--- src/rtl/bsm_pkg.sv ---
package bsm_pkg;

    localparam logic [2:0] OP_CPU_READ  = 3'd0;
    localparam logic [2:0] OP_CPU_WRITE = 3'd1;
    localparam logic [2:0] OP_PPU_READ  = 3'd2;
    localparam logic [2:0] OP_PPU_WRITE = 3'd3;
    localparam logic [2:0] OP_TICK      = 3'd4;

    localparam logic [2:0] TGT_NONE    = 3'd0;
    localparam logic [2:0] TGT_PRG_ROM = 3'd1;
    localparam logic [2:0] TGT_PRG_RAM = 3'd2;
    localparam logic [2:0] TGT_CHR_ROM = 3'd3;
    localparam logic [2:0] TGT_NT_RAM  = 3'd4;

    localparam logic [1:0] MIR_HORIZONTAL  = 2'd0;
    localparam logic [1:0] MIR_VERTICAL    = 2'd1;
    localparam logic [1:0] MIR_FOUR_SCREEN = 2'd2;

    localparam logic [1:0] CFG_PRG_ROM_BANKS = 2'd0;
    localparam logic [1:0] CFG_CHR_ROM_KIB   = 2'd1;
    localparam logic [1:0] CFG_FOUR_SCREEN   = 2'd2;

    localparam logic [1:0] REG_SELECT = 2'd0;
    localparam logic [1:0] REG_MIRROR = 2'd1;
    localparam logic [1:0] REG_LATCH  = 2'd2;
    localparam logic [1:0] REG_ENABLE = 2'd3;

    localparam int CFG_DATA_W = 9;

    localparam logic [6:0] PRG_ROM_BANKS_RESET = 7'd32;
    localparam logic [8:0] CHR_ROM_KIB_RESET   = 9'd128;
    localparam logic [7:0] CHR_DEF_PAIR_RESET  = 8'd126;
    localparam logic [7:0] CHR_DEF_LAST_RESET  = 8'd127;

    typedef struct packed {
        logic       sel_wr;
        logic       bank_wr;
        logic       mirror_wr;
        logic [7:0] data;
    } bsm_bank_cmd_t;

    typedef struct packed {
        logic       tick;
        logic       latch_wr;
        logic       reload_wr;
        logic       enable_wr;
        logic       enable_val;
        logic [7:0] data;
    } bsm_irq_cmd_t;

endpackage

--- src/rtl/bsm_bank.sv ---
module bsm_bank
    import bsm_pkg::*;
#(
    parameter int PRG_BANK_BITS = 6
)
(
    input  logic                     clk,
    input  logic                     rst_n,
    input  logic                     cfg_write,
    input  logic [1:0]               cfg_index,
    input  logic [CFG_DATA_W-1:0]    cfg_data,
    input  bsm_bank_cmd_t            cmd,
    input  logic [1:0]               prg_sel,
    input  logic [2:0]               chr_sel,
    output logic [PRG_BANK_BITS-1:0] prg_bank,
    output logic [7:0]               chr_bank,
    output logic [1:0]               mirror_next
);

    localparam logic [PRG_BANK_BITS-1:0] PRG_SECOND_RESET =
        PRG_BANK_BITS'(PRG_ROM_BANKS_RESET - 7'd2);
    localparam logic [PRG_BANK_BITS-1:0] PRG_LAST_RESET =
        PRG_BANK_BITS'(PRG_ROM_BANKS_RESET - 7'd1);

    logic [6:0]               prg_rom_banks_reg, prg_rom_banks_next;
    logic [8:0]               chr_rom_kib_reg, chr_rom_kib_next;
    logic                     four_screen_reg, four_screen_next;
    logic [2:0]               select_index_reg, select_index_next;
    logic                     prg_swap_reg, prg_swap_next;
    logic                     chr_invert_reg, chr_invert_next;
    logic                     loaded_reg, loaded_next;
    logic [1:0]               mirroring_reg;
    logic [7:0]               bank_values_reg [8];
    logic [7:0]               bank_values_next [8];
    logic [PRG_BANK_BITS-1:0] prg_win_reg [4];
    logic [PRG_BANK_BITS-1:0] prg_win_next [4];
    logic [7:0]               chr_win_reg [8];
    logic [7:0]               chr_win_next [8];

    logic                     cfg_hit;
    logic [7:0]               prg_second8;
    logic [7:0]               prg_last8;
    logic [8:0]               chr_pair9;
    logic [8:0]               chr_last9;
    logic [PRG_BANK_BITS-1:0] prg_second;
    logic [PRG_BANK_BITS-1:0] prg_last;
    logic [PRG_BANK_BITS-1:0] r6;
    logic [PRG_BANK_BITS-1:0] r7;
    logic [7:0]               lo0;
    logic [7:0]               lo1;

    always_comb
    begin
        prg_rom_banks_next = prg_rom_banks_reg;
        chr_rom_kib_next   = chr_rom_kib_reg;
        four_screen_next   = four_screen_reg;
        cfg_hit            = 1'b0;
        if (cfg_write)
        begin
            unique case (cfg_index)
                CFG_PRG_ROM_BANKS:
                begin
                    prg_rom_banks_next = cfg_data[6:0];
                    cfg_hit            = 1'b1;
                end
                CFG_CHR_ROM_KIB:
                begin
                    chr_rom_kib_next = cfg_data[8:0];
                    cfg_hit          = 1'b1;
                end
                CFG_FOUR_SCREEN:
                begin
                    four_screen_next = cfg_data[0];
                    cfg_hit          = 1'b1;
                end
                default:
                begin
                    cfg_hit = 1'b0;
                end
            endcase
        end

        prg_second8 = {1'b0, prg_rom_banks_next} - 8'd2;
        prg_last8   = {1'b0, prg_rom_banks_next} - 8'd1;
        prg_second  = prg_second8[PRG_BANK_BITS-1:0];
        prg_last    = prg_last8[PRG_BANK_BITS-1:0];
        chr_pair9   = chr_rom_kib_next - 9'd2;
        chr_last9   = chr_rom_kib_next - 9'd1;

        select_index_next = select_index_reg;
        prg_swap_next     = prg_swap_reg;
        chr_invert_next   = chr_invert_reg;
        if (cmd.sel_wr)
        begin
            select_index_next = cmd.data[2:0];
            prg_swap_next     = cmd.data[6];
            chr_invert_next   = cmd.data[7];
        end

        bank_values_next = bank_values_reg;
        if (cmd.bank_wr)
        begin
            bank_values_next[select_index_reg] = cmd.data;
        end

        lo0 = bank_values_next[0] & 8'hFE;
        lo1 = bank_values_next[1] & 8'hFE;
        r6  = bank_values_next[6][PRG_BANK_BITS-1:0];
        r7  = bank_values_next[7][PRG_BANK_BITS-1:0];

        prg_win_next = prg_win_reg;
        chr_win_next = chr_win_reg;
        loaded_next  = loaded_reg;

        if (cfg_hit && !loaded_reg)
        begin
            prg_win_next[0] = prg_second;
            prg_win_next[1] = prg_last;
            prg_win_next[2] = prg_second;
            prg_win_next[3] = prg_last;
            for (int i = 0; i < 8; i++)
            begin
                chr_win_next[i] = chr_last9[7:0];
            end
            chr_win_next[0] = chr_pair9[7:0];
            chr_win_next[3] = chr_pair9[7:0];
        end

        if (cmd.bank_wr)
        begin
            chr_win_next[{chr_invert_reg, 2'd0}] = lo0;
            chr_win_next[{chr_invert_reg, 2'd1}] = lo0 + 8'd1;
            chr_win_next[{chr_invert_reg, 2'd2}] = lo1;
            chr_win_next[{chr_invert_reg, 2'd3}] = lo1 + 8'd1;
            for (int i = 0; i < 4; i++)
            begin
                chr_win_next[{~chr_invert_reg, 2'(i)}] = bank_values_next[2 + i];
            end
            prg_win_next[0] = prg_swap_reg ? prg_second : r6;
            prg_win_next[1] = r7;
            prg_win_next[2] = prg_swap_reg ? r6 : prg_second;
            prg_win_next[3] = prg_last;
            loaded_next     = 1'b1;
        end

        mirror_next = mirroring_reg;
        if (cmd.mirror_wr)
        begin
            if (four_screen_reg)
            begin
                mirror_next = MIR_FOUR_SCREEN;
            end
            else
            begin
                mirror_next = cmd.data[0] ? MIR_HORIZONTAL : MIR_VERTICAL;
            end
        end
    end

    always_ff @(posedge clk or negedge rst_n)
    begin
        if (!rst_n)
        begin
            prg_rom_banks_reg <= PRG_ROM_BANKS_RESET;
            chr_rom_kib_reg   <= CHR_ROM_KIB_RESET;
            four_screen_reg   <= 1'b0;
            select_index_reg  <= 3'd0;
            prg_swap_reg      <= 1'b0;
            chr_invert_reg    <= 1'b0;
            loaded_reg        <= 1'b0;
            mirroring_reg     <= MIR_HORIZONTAL;
            for (int i = 0; i < 8; i++)
            begin
                bank_values_reg[i] <= 8'd0;
                chr_win_reg[i]     <= CHR_DEF_LAST_RESET;
            end
            chr_win_reg[0] <= CHR_DEF_PAIR_RESET;
            chr_win_reg[3] <= CHR_DEF_PAIR_RESET;
            prg_win_reg[0] <= PRG_SECOND_RESET;
            prg_win_reg[1] <= PRG_LAST_RESET;
            prg_win_reg[2] <= PRG_SECOND_RESET;
            prg_win_reg[3] <= PRG_LAST_RESET;
        end
        else
        begin
            prg_rom_banks_reg <= prg_rom_banks_next;
            chr_rom_kib_reg   <= chr_rom_kib_next;
            four_screen_reg   <= four_screen_next;
            select_index_reg  <= select_index_next;
            prg_swap_reg      <= prg_swap_next;
            chr_invert_reg    <= chr_invert_next;
            loaded_reg        <= loaded_next;
            mirroring_reg     <= mirror_next;
            bank_values_reg   <= bank_values_next;
            prg_win_reg       <= prg_win_next;
            chr_win_reg       <= chr_win_next;
        end
    end

    assign prg_bank = prg_win_reg[prg_sel];
    assign chr_bank = chr_win_reg[chr_sel];

endmodule

--- src/rtl/bsm_irq.sv ---
module bsm_irq
    import bsm_pkg::*;
(
    input  logic         clk,
    input  logic         rst_n,
    input  bsm_irq_cmd_t cmd,
    output logic         irq_pulse
);

    logic [7:0] count_reg, count_next;
    logic [7:0] reload_value_reg, reload_value_next;
    logic       pending_reg, pending_next;
    logic       enabled_reg, enabled_next;
    logic [7:0] count_dec;

    always_comb
    begin
        count_next        = count_reg;
        reload_value_next = reload_value_reg;
        pending_next      = pending_reg;
        enabled_next      = enabled_reg;
        irq_pulse         = 1'b0;
        count_dec         = count_reg - 8'd1;

        if (cmd.latch_wr)
        begin
            reload_value_next = cmd.data;
        end
        if (cmd.reload_wr)
        begin
            count_next   = 8'd0;
            pending_next = 1'b1;
        end
        if (cmd.enable_wr)
        begin
            enabled_next = cmd.enable_val;
        end
        if (cmd.tick)
        begin
            if ((count_reg == 8'd0) || pending_reg)
            begin
                count_next   = reload_value_reg;
                pending_next = 1'b0;
            end
            else
            begin
                count_next = count_dec;
                irq_pulse  = (count_dec == 8'd0) && enabled_reg;
            end
        end
    end

    always_ff @(posedge clk or negedge rst_n)
    begin
        if (!rst_n)
        begin
            count_reg        <= 8'd0;
            reload_value_reg <= 8'd0;
            pending_reg      <= 1'b0;
            enabled_reg      <= 1'b0;
        end
        else
        begin
            count_reg        <= count_next;
            reload_value_reg <= reload_value_next;
            pending_reg      <= pending_next;
            enabled_reg      <= enabled_next;
        end
    end

endmodule

--- src/rtl/bank_switch_mapper_irq.sv ---
// An accepted input word passes through the input register, then the result register.
// Throughput: one word per cycle while out_stall is low; the input register and the result
// register each hold one word, so input accepts while a finished result waits to be taken.
// Reset (rst_n, asynchronous, active low) empties both registers, clears the bank and
// counter state and loads the default windows for 32 PRG and 128 CHR banks.
module bank_switch_mapper_irq
    import bsm_pkg::*;
#(
    parameter int PRG_BANK_BITS = 6
)
(
    input  logic                  clk,
    input  logic                  rst_n,
    input  logic                  cfg_write,
    input  logic [1:0]            cfg_index,
    input  logic [CFG_DATA_W-1:0] cfg_data,
    input  logic                  in_valid,
    output logic                  in_stall,
    input  logic [2:0]            opcode,
    input  logic [15:0]           bus_address,
    input  logic [7:0]            write_data,
    output logic                  out_valid,
    input  logic                  out_stall,
    output logic [2:0]            target,
    output logic [18:0]           mem_address,
    output logic                  mem_write,
    output logic                  irq_pulse,
    output logic [1:0]            mirror_mode,
    output logic                  mirror_changed
);

    localparam int PRG_FULL_W = PRG_BANK_BITS + 13 + 19;

    logic        in_valid_reg;
    logic [2:0]  op_reg;
    logic [15:0] addr_reg;
    logic [7:0]  data_reg;
    logic        advance;

    logic        out_valid_reg;
    logic [2:0]  target_reg;
    logic [18:0] mem_address_reg;
    logic        mem_write_reg;
    logic        irq_pulse_reg;
    logic [1:0]  mirror_mode_reg;
    logic        mirror_changed_reg;

    bsm_bank_cmd_t            bank_cmd;
    bsm_irq_cmd_t             irq_cmd;
    logic [PRG_BANK_BITS-1:0] prg_bank;
    logic [7:0]               chr_bank;
    logic [1:0]               mirror_next;
    logic                     irq_now;
    logic [PRG_FULL_W-1:0]    prg_full;
    logic [18:0]              chr_full;

    logic [2:0]  target_next;
    logic [18:0] mem_address_next;
    logic        mem_write_next;
    logic        reg_wr;

    assign advance  = in_valid_reg && (!out_valid_reg || !out_stall);
    assign in_stall = in_valid_reg && !advance;

    assign prg_full = {19'd0, prg_bank, addr_reg[12:0]};
    assign chr_full = {1'b0, chr_bank, addr_reg[9:0]};

    always_comb
    begin
        target_next      = TGT_NONE;
        mem_address_next = 19'd0;
        mem_write_next   = 1'b0;
        reg_wr           = 1'b0;
        unique case (op_reg)
            OP_CPU_READ, OP_CPU_WRITE:
            begin
                if (addr_reg[15:13] == 3'b011)
                begin
                    target_next      = TGT_PRG_RAM;
                    mem_address_next = {6'd0, addr_reg[12:0]};
                    mem_write_next   = (op_reg == OP_CPU_WRITE);
                end
                else if (addr_reg[15])
                begin
                    if (op_reg == OP_CPU_READ)
                    begin
                        target_next      = TGT_PRG_ROM;
                        mem_address_next = prg_full[18:0];
                    end
                    else
                    begin
                        reg_wr = 1'b1;
                    end
                end
            end
            OP_PPU_READ, OP_PPU_WRITE:
            begin
                if (addr_reg[15:13] == 3'b000)
                begin
                    if (op_reg == OP_PPU_READ)
                    begin
                        target_next      = TGT_CHR_ROM;
                        mem_address_next = chr_full;
                    end
                end
                else if (addr_reg[15:12] == 4'h2)
                begin
                    target_next      = TGT_NT_RAM;
                    mem_address_next = {7'd0, addr_reg[11:0]};
                    mem_write_next   = (op_reg == OP_PPU_WRITE);
                end
            end
            default:
            begin
                target_next = TGT_NONE;
            end
        endcase
    end

    always_comb
    begin
        bank_cmd.sel_wr    = advance && reg_wr && (addr_reg[14:13] == REG_SELECT) && !addr_reg[0];
        bank_cmd.bank_wr   = advance && reg_wr && (addr_reg[14:13] == REG_SELECT) && addr_reg[0];
        bank_cmd.mirror_wr = advance && reg_wr && (addr_reg[14:13] == REG_MIRROR) && !addr_reg[0];
        bank_cmd.data      = data_reg;

        irq_cmd.tick       = advance && (op_reg == OP_TICK);
        irq_cmd.latch_wr   = advance && reg_wr && (addr_reg[14:13] == REG_LATCH) && !addr_reg[0];
        irq_cmd.reload_wr  = advance && reg_wr && (addr_reg[14:13] == REG_LATCH) && addr_reg[0];
        irq_cmd.enable_wr  = advance && reg_wr && (addr_reg[14:13] == REG_ENABLE);
        irq_cmd.enable_val = addr_reg[0];
        irq_cmd.data       = data_reg;
    end

    bsm_bank #(
        .PRG_BANK_BITS (PRG_BANK_BITS)
    ) u_bank (
        .clk         (clk),
        .rst_n       (rst_n),
        .cfg_write   (cfg_write),
        .cfg_index   (cfg_index),
        .cfg_data    (cfg_data),
        .cmd         (bank_cmd),
        .prg_sel     (addr_reg[14:13]),
        .chr_sel     (addr_reg[12:10]),
        .prg_bank    (prg_bank),
        .chr_bank    (chr_bank),
        .mirror_next (mirror_next)
    );

    bsm_irq u_irq (
        .clk       (clk),
        .rst_n     (rst_n),
        .cmd       (irq_cmd),
        .irq_pulse (irq_now)
    );

    always_ff @(posedge clk or negedge rst_n)
    begin
        if (!rst_n)
        begin
            in_valid_reg  <= 1'b0;
            out_valid_reg <= 1'b0;
        end
        else
        begin
            if (in_valid && !in_stall)
            begin
                in_valid_reg <= 1'b1;
            end
            else if (advance)
            begin
                in_valid_reg <= 1'b0;
            end

            if (advance)
            begin
                out_valid_reg <= 1'b1;
            end
            else if (!out_stall)
            begin
                out_valid_reg <= 1'b0;
            end
        end
    end

    always_ff @(posedge clk)
    begin
        if (in_valid && !in_stall)
        begin
            op_reg   <= opcode;
            addr_reg <= bus_address;
            data_reg <= write_data;
        end
        if (advance)
        begin
            target_reg         <= target_next;
            mem_address_reg    <= mem_address_next;
            mem_write_reg      <= mem_write_next;
            irq_pulse_reg      <= irq_now;
            mirror_mode_reg    <= mirror_next;
            mirror_changed_reg <= bank_cmd.mirror_wr;
        end
    end

    assign out_valid      = out_valid_reg;
    assign target         = target_reg;
    assign mem_address    = mem_address_reg;
    assign mem_write      = mem_write_reg;
    assign irq_pulse      = irq_pulse_reg;
    assign mirror_mode    = mirror_mode_reg;
    assign mirror_changed = mirror_changed_reg;

endmodule

--- config.mk ---
export PLATFORM = sky130hd
export DESIGN_NAME = bank_switch_mapper_irq
export DESIGN_NICKNAME = d
export VERILOG_FILES = /design/src/rtl/bsm_pkg.sv /design/src/rtl/bsm_bank.sv /design/src/rtl/bsm_irq.sv /design/src/rtl/bank_switch_mapper_irq.sv
export SDC_FILE = /design/constraint.sdc
export NUM_CORES = 1
export LEC_CHECK = 0
export BUFFER_PORTS_ARGS = -buffer_cell sky130_fd_sc_hd__buf_4
export CORE_ASPECT_RATIO = 0.75
export CORE_MARGIN = 3
export CORE_UTILIZATION = 65
export CTS_CLUSTER_DIAMETER = 30
export DETAILED_ROUTE_END_ITERATION = 8
export PLACE_DENSITY = 0.88
export SETUP_SLACK_MARGIN = 0.3
export SYNTH_ARGS = -nofsm -noshare
export SYNTH_HDL_FRONTEND = slang
export SYNTH_HIERARCHICAL = 1
export SYNTH_SLANG_ARGS = --single-unit
export TNS_END_PERCENT = 20
--- constraint.sdc ---
create_clock -name clk -period 10.62 [get_ports clk]
set_clock_uncertainty 0.15 [all_clocks]
set_input_delay 1.593 -clock clk [delete_from_list [all_inputs] [get_ports clk]]
set_output_delay 1.593 -clock clk [all_outputs]
set_load 0.01 [all_outputs]
* After elaboration in Yosys (flattened, before gate mapping)
Cells that the tools add are included.
** Storage, ports and cells
- Register bits :: 251
- Word-level logic and storage cells :: 227
- Output and inout bits :: 29
- Bits of input ports :: 43
** Cells by class
- Add/subtract/negate cells :: 7
- Bitwise gates (word level) :: 13
- Magnitude comparators :: 20
- Reductions and logical operators :: 47
- Muxes and demuxes :: 81
- Equal/unequal tests :: 12
** Operators by type and width (number)
- bitwise mux 64 bit :: 9
- demux 8 bit (select 3 bit) :: 9
- 2-to-1 mux 64 bit :: 3
- 2-to-1 mux 8 bit :: 14
- 2-to-1 mux 19 bit :: 4
- 2-to-1 mux 24 bit :: 2
- greater-or-equal comparator 4 bit, second input constant :: 10
- NOT 3 -> 4 bit :: 10
- case mux 19 bit (2 select lines) :: 1
- < comparator 4 x 1 -> 1 bit, second input constant :: 9
- logical AND 1 bit :: 25
- binary-select mux 8 bit (select 3 bit) :: 1
- 2-to-1 mux 6 bit :: 4
- 2-to-1 mux 1 bit :: 19
- 2-to-1 mux 18 bit :: 1
- 2-to-1 mux 9 bit :: 2
- adder 8 x 1 -> 8 bit, second input constant :: 2
- zero test 8 bit :: 2
- subtractor 8 x 1 -> 8 bit, second input constant :: 2
- 2-to-1 mux 7 bit :: 2
- binary-select mux 6 bit (select 2 bit) :: 1
- 2-to-1 mux 12 bit :: 1
- equality test 3 x 2 -> 1 bit, second input constant :: 3
- 2-to-1 mux 2 bit :: 4
- other kinds (23) :: 40

* Longest topological paths before layout
Gate-level depths: netlist of the first run.
- Depth after elaboration :: 18
- Depth in mapped cells :: 12
- Depth with buffers taken out :: 8

* By module
The synthesis of the first run kept the hierarchy.
** By module, submodules not included
- bsm_bank :: area an instance 8449.4 µm², sequential area each 4321.6 µm², cells each 734, times used 1
- bank_switch_mapper_irq :: area an instance 2223.4 µm², sequential area each 1671.6 µm², cells each 126, times used 1
- bsm_irq :: area an instance 987.2 µm², sequential area each 450.4 µm², cells each 86, times used 1

* Worst setup path before layout of the first run
OpenSTA, ideal clock, no wires.
- Kind :: input-to-reg
- From :: input out_stall
- To :: register u_bank/chr_win_reg[55] in the netlist's numbering
- Setup slack :: 5.751 ns
- Arrival time :: 4.595 ns
- Stages :: 9
- Cell sequence :: a21boi_2 nand3_1 nor4_1 buf_2 nor4b_4 mux2_2 o21ai_0 a21oi_1 a211o_2
** RTL lines
- from (decl) :: RTL line bank_switch_mapper_irq.sv:23 : input logic out_stall,
- to (signal assigned) :: RTL line bsm_bank.sv:196 : chr_win_reg <= chr_win_next;
- to (decl) :: RTL line bsm_bank.sv:37 : logic [7:0] chr_win_reg [8];

==> results.sh, run 1 <==
export IMPL_status="complete, no violations"
export IMPL_power_frac_clock_pct=40.0
export IMPL_dieArea_um2=19600
export IMPL_yosysSeqAreaShare_pct=55.3
export IMPL_gp_congestion=0.962
export IMPL_rows=41
export IMPL_dpl_instance_area_um2=12300
export IMPL_drt_iter0_markers=1184
export IMPL_final_common_cell="dfrtp_1"
export IMPL_worst_setup_path_type="input port to flip-flop"
export IMPL_avgSynthCellArea_um2=12.3
export IMPL_pin_count=72
export IMPL_cts_resized=0
export IMPL_drcViolationCount=0
export IMPL_cap_violations=0
export IMPL_p_seq_share_pct=43.0
export IMPL_ff_latch_area_um2=6440
export IMPL_overflow=0
export IMPL_hold_end="u_bank/prg_win_reg[5]$_DFFE_PN0P_"
export IMPL_endpoint_kind="flip-flop"
export IMPL_setup_viol=0
export IMPL_combPwrFrac_pct=17.1
export IMPL_antenna_found_initial=0
export IMPL_dp_hpwl_um=18800
export IMPL_slew_violations=0
export IMPL_synth_edf_count=54
export IMPL_slew_headroom_pct=14.3
export IMPL_synthTopCellsByArea="dfrtp_1, dfstp_2, edfxtp_1"
export IMPL_netlist_area_leader_share_pct=24.7
export IMPL_final_nets=1060
export IMPL_postCtsHoldBufs=0
export IMPL_postLayoutCellArea_um2=13600
export IMPL_cts_sinks=243
export IMPL_clk_pin_slew_ns=0.05
export IMPL_fin_tns_setup_ns=0
export IMPL_numPortBuffers=70
export IMPL_fmax_mhz=212
export IMPL_core_um2=17200
export IMPL_synth_cell_type_count=87
export IMPL_rsz0062_at_grt="no"
export IMPL_hold_start="u_bank/prg_win_reg[5]$_DFFE_PN0P_"
export IMPL_synthCells=946
export IMPL_grt_usage_pct=32.1
export IMPL_synthArstFlopShare_pct=77.8
export IMPL_post_route_period_util_pct=44.3
export IMPL_finalHoldViolCount=0
export IMPL_p_int_mw=2.14
export IMPL_worstRegToRegCells=9
export IMPL_htree_levels=2
export IMPL_mappedNetlistArea_um2=11700
export IMPL_die_y_um=122
export IMPL_cp_max_fo=30
export IMPL_rrSetupSlack_ns=6.53
export IMPL_cts_root_buf="clkbuf_16"
export IMPL_cp_required_ns=10.89
export IMPL_grt_pass1_vias=8789
export IMPL_switching_share_pct=28.2
export IMPL_cts_made_buffers=37
export IMPL_ctsLongestPathBuffers=3
export IMPL_final_cell_mix="dfrtp_1, buf_4, dfstp_2, nand2_1, nor2_1"
export IMPL_power_switching_mw=0.840
export IMPL_startpoint_type="input port"
export IMPL_p_leak_nw=6.15
export IMPL_synth_area_leader_cell="dfrtp_1"
export IMPL_cts_tree="yes"
export IMPL_drt_wl_total_um=31400
export IMPL_min_path_type="flip-flop to flip-flop"
export IMPL_synth_top_flop_cell="dfrtp_1"
export IMPL_r2r_start="op_reg[2]$_DFFE_PP_"
export IMPL_die_w_um=161
export IMPL_start_util_pct=67.8
export IMPL_tightest_slew_ns=1.28
export IMPL_dr_pass1_iters=6
export IMPL_antenna_left=0
export IMPL_drive_gt1_share_pct=32.9
export IMPL_utilization_pct=78.9
export IMPL_insertion_delay_ns=0.51
export IMPL_multi_input_area_um2=4720
export IMPL_cts_setup_buffers=0
export IMPL_worstHoldPathCells=2
export IMPL_synth_seq_cells=243
export IMPL_fillers=932
export IMPL_worstPathArrival_ns=4.98
export IMPL_synth_nets=997
export IMPL_grt_max_degree=82
export IMPL_ys_warn_count=6
export IMPL_routed_via_count=8769
export IMPL_ir_drop_uv=138
export IMPL_p_per_area_nw_per_um2=220
export IMPL_syn_to_final_growth_pct=16.2
export IMPL_antenna_cells=0
export IMPL_period_needed_ns=4.71
export IMPL_wl_per_cell_um=24.7
export IMPL_finalPower_mw=2.98
export IMPL_via_per_inst=6.89
export IMPL_grt_pass1_wl_um=49000
-- cell families (layout without fill, tap and decap cells) --
kind of cell | after synthesis | after routing | share of synthesized area (%)
and+or+nand+nor | 230 | 230 | 11.1
buffers and inverters | 120 | 211 | 4.57
adders and majority gates | 8 | 8 | 0.858
xor gates and xnor gates | 11 | 11 | 0.826
AOI/OAI and AO/OA | 196 | 196 | 12.4
muxes | 138 | 138 | 15.0
DFF | 243 | 243 | 55.3
-- cell usage after synthesis (all sizes together), types with 6 or more instances --
| cell | n |
|---|---|
| nor4b | 8 |
| nor2 | 64 |
| nor3b | 6 |
| mux4 | 22 |
| a22o | 6 |
| o22ai | 10 |
| nand2 | 64 |
| a21boi | 13 |
| dfstp | 74 |
| edfxtp | 54 |
| mux2 | 54 |
| a21oi | 30 |
| inv | 61 |
| o21ai | 52 |
| or3 | 9 |
| ha | 8 |
| nand2b | 7 |
| buf | 31 |
| xnor2 | 7 |
| nor3 | 11 |
| and2 | 11 |
| a221o | 13 |
| mux2i | 62 |
| a2111o | 7 |
| dfrtp | 115 |
| nor4 | 6 |
| nand3 | 15 |
| clkbuf | 27 |
| a211o | 15 |
-- critical path, cell delays in order --
cell,delay (ns)
buf_4,0.13
a21boi_2,0.20
nand3_1,0.26
nor4_2,0.33
buf_4,0.41
inv_1,0.43
nor2_1,1.05
a21oi_1,0.19
a21boi_0,0.20
o22ai_1,0.17
-- through the flow --
stage          worst slack (ns)  hold slack (ns)  cells
6_report                   5.91            0.327   1273
5_1_grt                    5.91            0.350   1273
4_1_cts                    6.12            0.332   1273
3_5_place_dp               5.79            0.322   1206
3_3_place_gp               5.81            0.300   1206
2_1_floorplan              5.75            0.293    946
-- layout make-up --
| type | instances | area share, % |
|---|---|---|
| Clock inverter | 17 | 1.12 |
| Inverter | 61 | 1.69 |
| Timing Repair Buffer | 83 | 4.63 |
| Tap cell | 236 | 2.18 |
| Clock buffer | 50 | 8.03 |
| Sequential cell | 243 | 47.5 |
| Multi-Input combinational cell | 583 | 34.8 |
-- how the worst max path moves through the flow --
stage                         start                          endpoint  slack, ns  cells after the start
after floorplan           out_stall  u_bank/chr_win_reg[55]$_DFF_PN0_       5.75                      9
after global placement    out_stall  u_bank/chr_win_reg[28]$_DFF_PN1_       5.81                      9
after detailed placement  out_stall                         flip-flop       5.79                     10
after CTS                 out_stall                         flip-flop       6.12                     10
after global routing      out_stall                         flip-flop       5.91                     10
final                     out_stall                         flip-flop       5.91                     10
-- power groups by stage --
stage / sequential [mW] / combinational [mW] / clock [mW]
6_report: 1.28 / 0.509 / 1.19
5_1_grt: 1.29 / 0.542 / 1.24
4_1_cts: 1.27 / 0.498 / 1.20
3_5_place_dp: 1.28 / 0.481 / 0
3_3_place_gp: 1.27 / 0.458 / 0
2_1_floorplan: 1.23 / 0.358 / 0
-- routing by layer --
metal	global-route usage (%)	routed length, um
met1	42.4	11700
met2	51.0	14600
met3	8.29	3580
met4	14.4	1540
met5	0	0
No activity file was read; power rests on OpenSTA's default activity.
==> inputs of run 2 (changes only) <==
--- a/config.mk
+++ b/config.mk
@@ -8,10 +8,10 @@
 export BUFFER_PORTS_ARGS = -buffer_cell sky130_fd_sc_hd__buf_4
 export CORE_ASPECT_RATIO = 0.75
 export CORE_MARGIN = 3
-export CORE_UTILIZATION = 65
+export CORE_UTILIZATION = 61
 export CTS_CLUSTER_DIAMETER = 30
 export DETAILED_ROUTE_END_ITERATION = 8
-export PLACE_DENSITY = 0.88
+export PLACE_DENSITY = 0.84
 export SETUP_SLACK_MARGIN = 0.3
 export SYNTH_ARGS = -nofsm -noshare
 export SYNTH_HDL_FRONTEND = slang
==> constraint.sdc (replaced) <==
create_clock -name clk -period 4.85 [get_ports clk]
set_clock_uncertainty 0.15 [all_clocks]
set_input_delay 0.7275 -clock clk [delete_from_list [all_inputs] [get_ports clk]]
set_output_delay 0.7275 -clock clk [all_outputs]
set_load 0.01 [all_outputs]
==> run 2 against run 1 <==
Sequential power rose by 120%. Clock power rose by 130%. Sequential share of layout area fell by 0.37 points. Highest routed layer unchanged. Largest cell class unchanged. Worst setup slack got worse by 4.9 ns. Register-to-register slack got worse by 5.5 ns.
==> results.sh, run 2 (synthesis gave the netlist of run 1 again) <==
export IMPL_status="complete, no violations"
export IMPL_worstPathArrival_ns=4.02
export IMPL_cts_setup_buffers=0
export IMPL_insertion_delay_ns=0.51
export IMPL_setup_viol=0
export IMPL_drcViolationCount=0
export IMPL_syn_to_final_growth_pct=17.1
export IMPL_cap_violations=0
export IMPL_ff_latch_area_um2=6440
export IMPL_final_nets=1066
export IMPL_postLayoutCellArea_um2=13700
export IMPL_worstSetupPathDepth=8
export IMPL_via_per_inst=6.47
export IMPL_ir_drop_uv=409
export IMPL_endpoint_kind="flip-flop"
export IMPL_startpoint_type="flip-flop"
export IMPL_clk_pin_slew_ns=0.06
export IMPL_wl_per_cell_um=22.8
export IMPL_post_route_period_util_pct=78.2
export IMPL_r2r_start="op_reg[2]$_DFFE_PP_"
export IMPL_cts_made_buffers=38
export IMPL_crit_start="op_reg[2]$_DFFE_PP_"
export IMPL_period_needed_ns=3.79
export IMPL_dieArea_um2=20800
export IMPL_gp_congestion=0.879
export IMPL_finalHoldViolCount=0
export IMPL_cts_resized=0
export IMPL_drt_iter0_markers=897
export IMPL_antenna_cells=0
export IMPL_grt_pass1_wl_um=46900
export IMPL_cp_max_fo=30
export IMPL_grt_pass1_vias=8352
export IMPL_min_path_type="input port to asynchronous set/reset pin"
export IMPL_worstRegToRegCells=8
export IMPL_cts_sinks=243
export IMPL_crit_chain="nor2_1 -> nand3_1 -> nor4_2 -> buf_4 -> nand4b_1 -> mux2i_1 -> o21ai_0 -> or3_1"
export IMPL_fillers=1164
export IMPL_htree_levels=2
export IMPL_grt_usage_pct=28.5
export IMPL_rsz0062_at_grt="no"
export IMPL_rows=43
export IMPL_ctsLongestPathBuffers=3
export IMPL_final_cell_mix="dfrtp_1, buf_4, dfstp_2, nand2_1, nor2_1"
export IMPL_final_common_cell="dfrtp_1"
export IMPL_antenna_found_initial=0
export IMPL_worst_setup_path_type="flip-flop to flip-flop"
export IMPL_cts_root_buf="clkbuf_16"
export IMPL_core_um2=18600
export IMPL_start_util_pct=62.6
export IMPL_fin_tns_setup_ns=0
export IMPL_postCtsHoldBufs=0
export IMPL_dr_pass1_iters=5
export IMPL_drt_wl_total_um=29500
export IMPL_cp_required_ns=5.08
export IMPL_slew_headroom_pct=14.0
export IMPL_dp_cells=1222
export IMPL_numPortBuffers=70
export IMPL_cp_slowest_stage_delay_ns=0.69
export IMPL_die_w_um=166
export IMPL_slew_violations=0
export IMPL_tightest_slew_ns=1.28
export IMPL_dp_hpwl_um=18400
export IMPL_p_per_area_nw_per_um2=483
export IMPL_multi_input_area_um2=4710
export IMPL_overflow=0
export IMPL_die_y_um=126
export IMPL_grt_max_degree=105
export IMPL_p_leak_nw=6.20
export IMPL_finalPower_mw=6.60
export IMPL_cts_tree="yes"
export IMPL_dpl_instance_area_um2=12400
export IMPL_fmax_mhz=264
export IMPL_slowest_stage="nand4b_1"
export IMPL_routed_via_count=8349
export IMPL_fin_cells=1291
export IMPL_critPathBufInv=1
export IMPL_drive_gt1_share_pct=33.7
export IMPL_hold_ws_ns=0.181
export IMPL_critical_path_top_delay_family="simple AND/OR/NAND/NOR gates"
export IMPL_antenna_left=0
export IMPL_pin_count=72
-- run 2: changes by cell type in the layout (fill, tap and decap cells not counted), moves of 2 or more --
| cell | before | now |
|---|---|---|
| buf_4 | 82 | 86 |
| bufinv_16 | 1 | 4 |
| clkbuf_1 | 5 | 1 |
| clkbuf_8 | 5 | 1 |
| clkinv_4 | 1 | 4 |
| clkinvlp_4 | 3 | 6 |
| inv_4 | 0 | 2 |
-- run 2: report_power, final --
group | leakage [nW] | switching (mW) | internal, mW | total [mW]
Sequential | 2.84 | 0.251 | 2.52 | 2.77
Combinational | 2.74 | 0.571 | 0.513 | 1.08
Clock | 0.624 | 1.02 | 1.72 | 2.74
-- run 2: through the flow --
stage	worst slack, ns	utilization (%)
finish	1.06	73.4
global route	0.926	73.4
global placement	1.06	66.4
floorplan	0.846	-
detailed placement	1.01	66.4
CTS	1.15	73.4
-- run 2: worst paths after layout --
check,slack [ns],to
max,1.06,u_bank/chr_win_reg[7]$_DFF_PN0_
min,0.18,u_bank/prg_rom_banks_reg[1]$_DFF_PN0_
max reg2reg,1.06,u_bank/chr_win_reg[7]$_DFF_PN0_
min reg2reg,0.32,out_valid$_DFFE_PN0P_
max in group asynchronous,3.37,u_bank/chr_win_reg[28]$_DFF_PN1_
min in group clk,0.24,addr_reg[2]$_DFFE_PP_
-- run 2: final cells by class --
type	count	share of cell area, %
Sequential cell	243	47.2
Multi-Input combinational cell	583	34.5
Clock buffer	41	7.27
Timing Repair Buffer	88	4.96
Tap cell	247	2.26
Clock inverter	28	2.18
Inverter	61	1.68
-- run 2: per-layer routing --
| metal | global-route usage, % | vias to the layer above | share of wire, % |
|---|---|---|---|
| met5 | 0 | - | 0 |
| met4 | 11.7 | 0 | 3.9 |
| met3 | 7.44 | 92 | 10 |
| met2 | 43.0 | 451 | 45 |
| met1 | 40.1 | 4187 | 41 |
| li1 | - | 3619 | - |
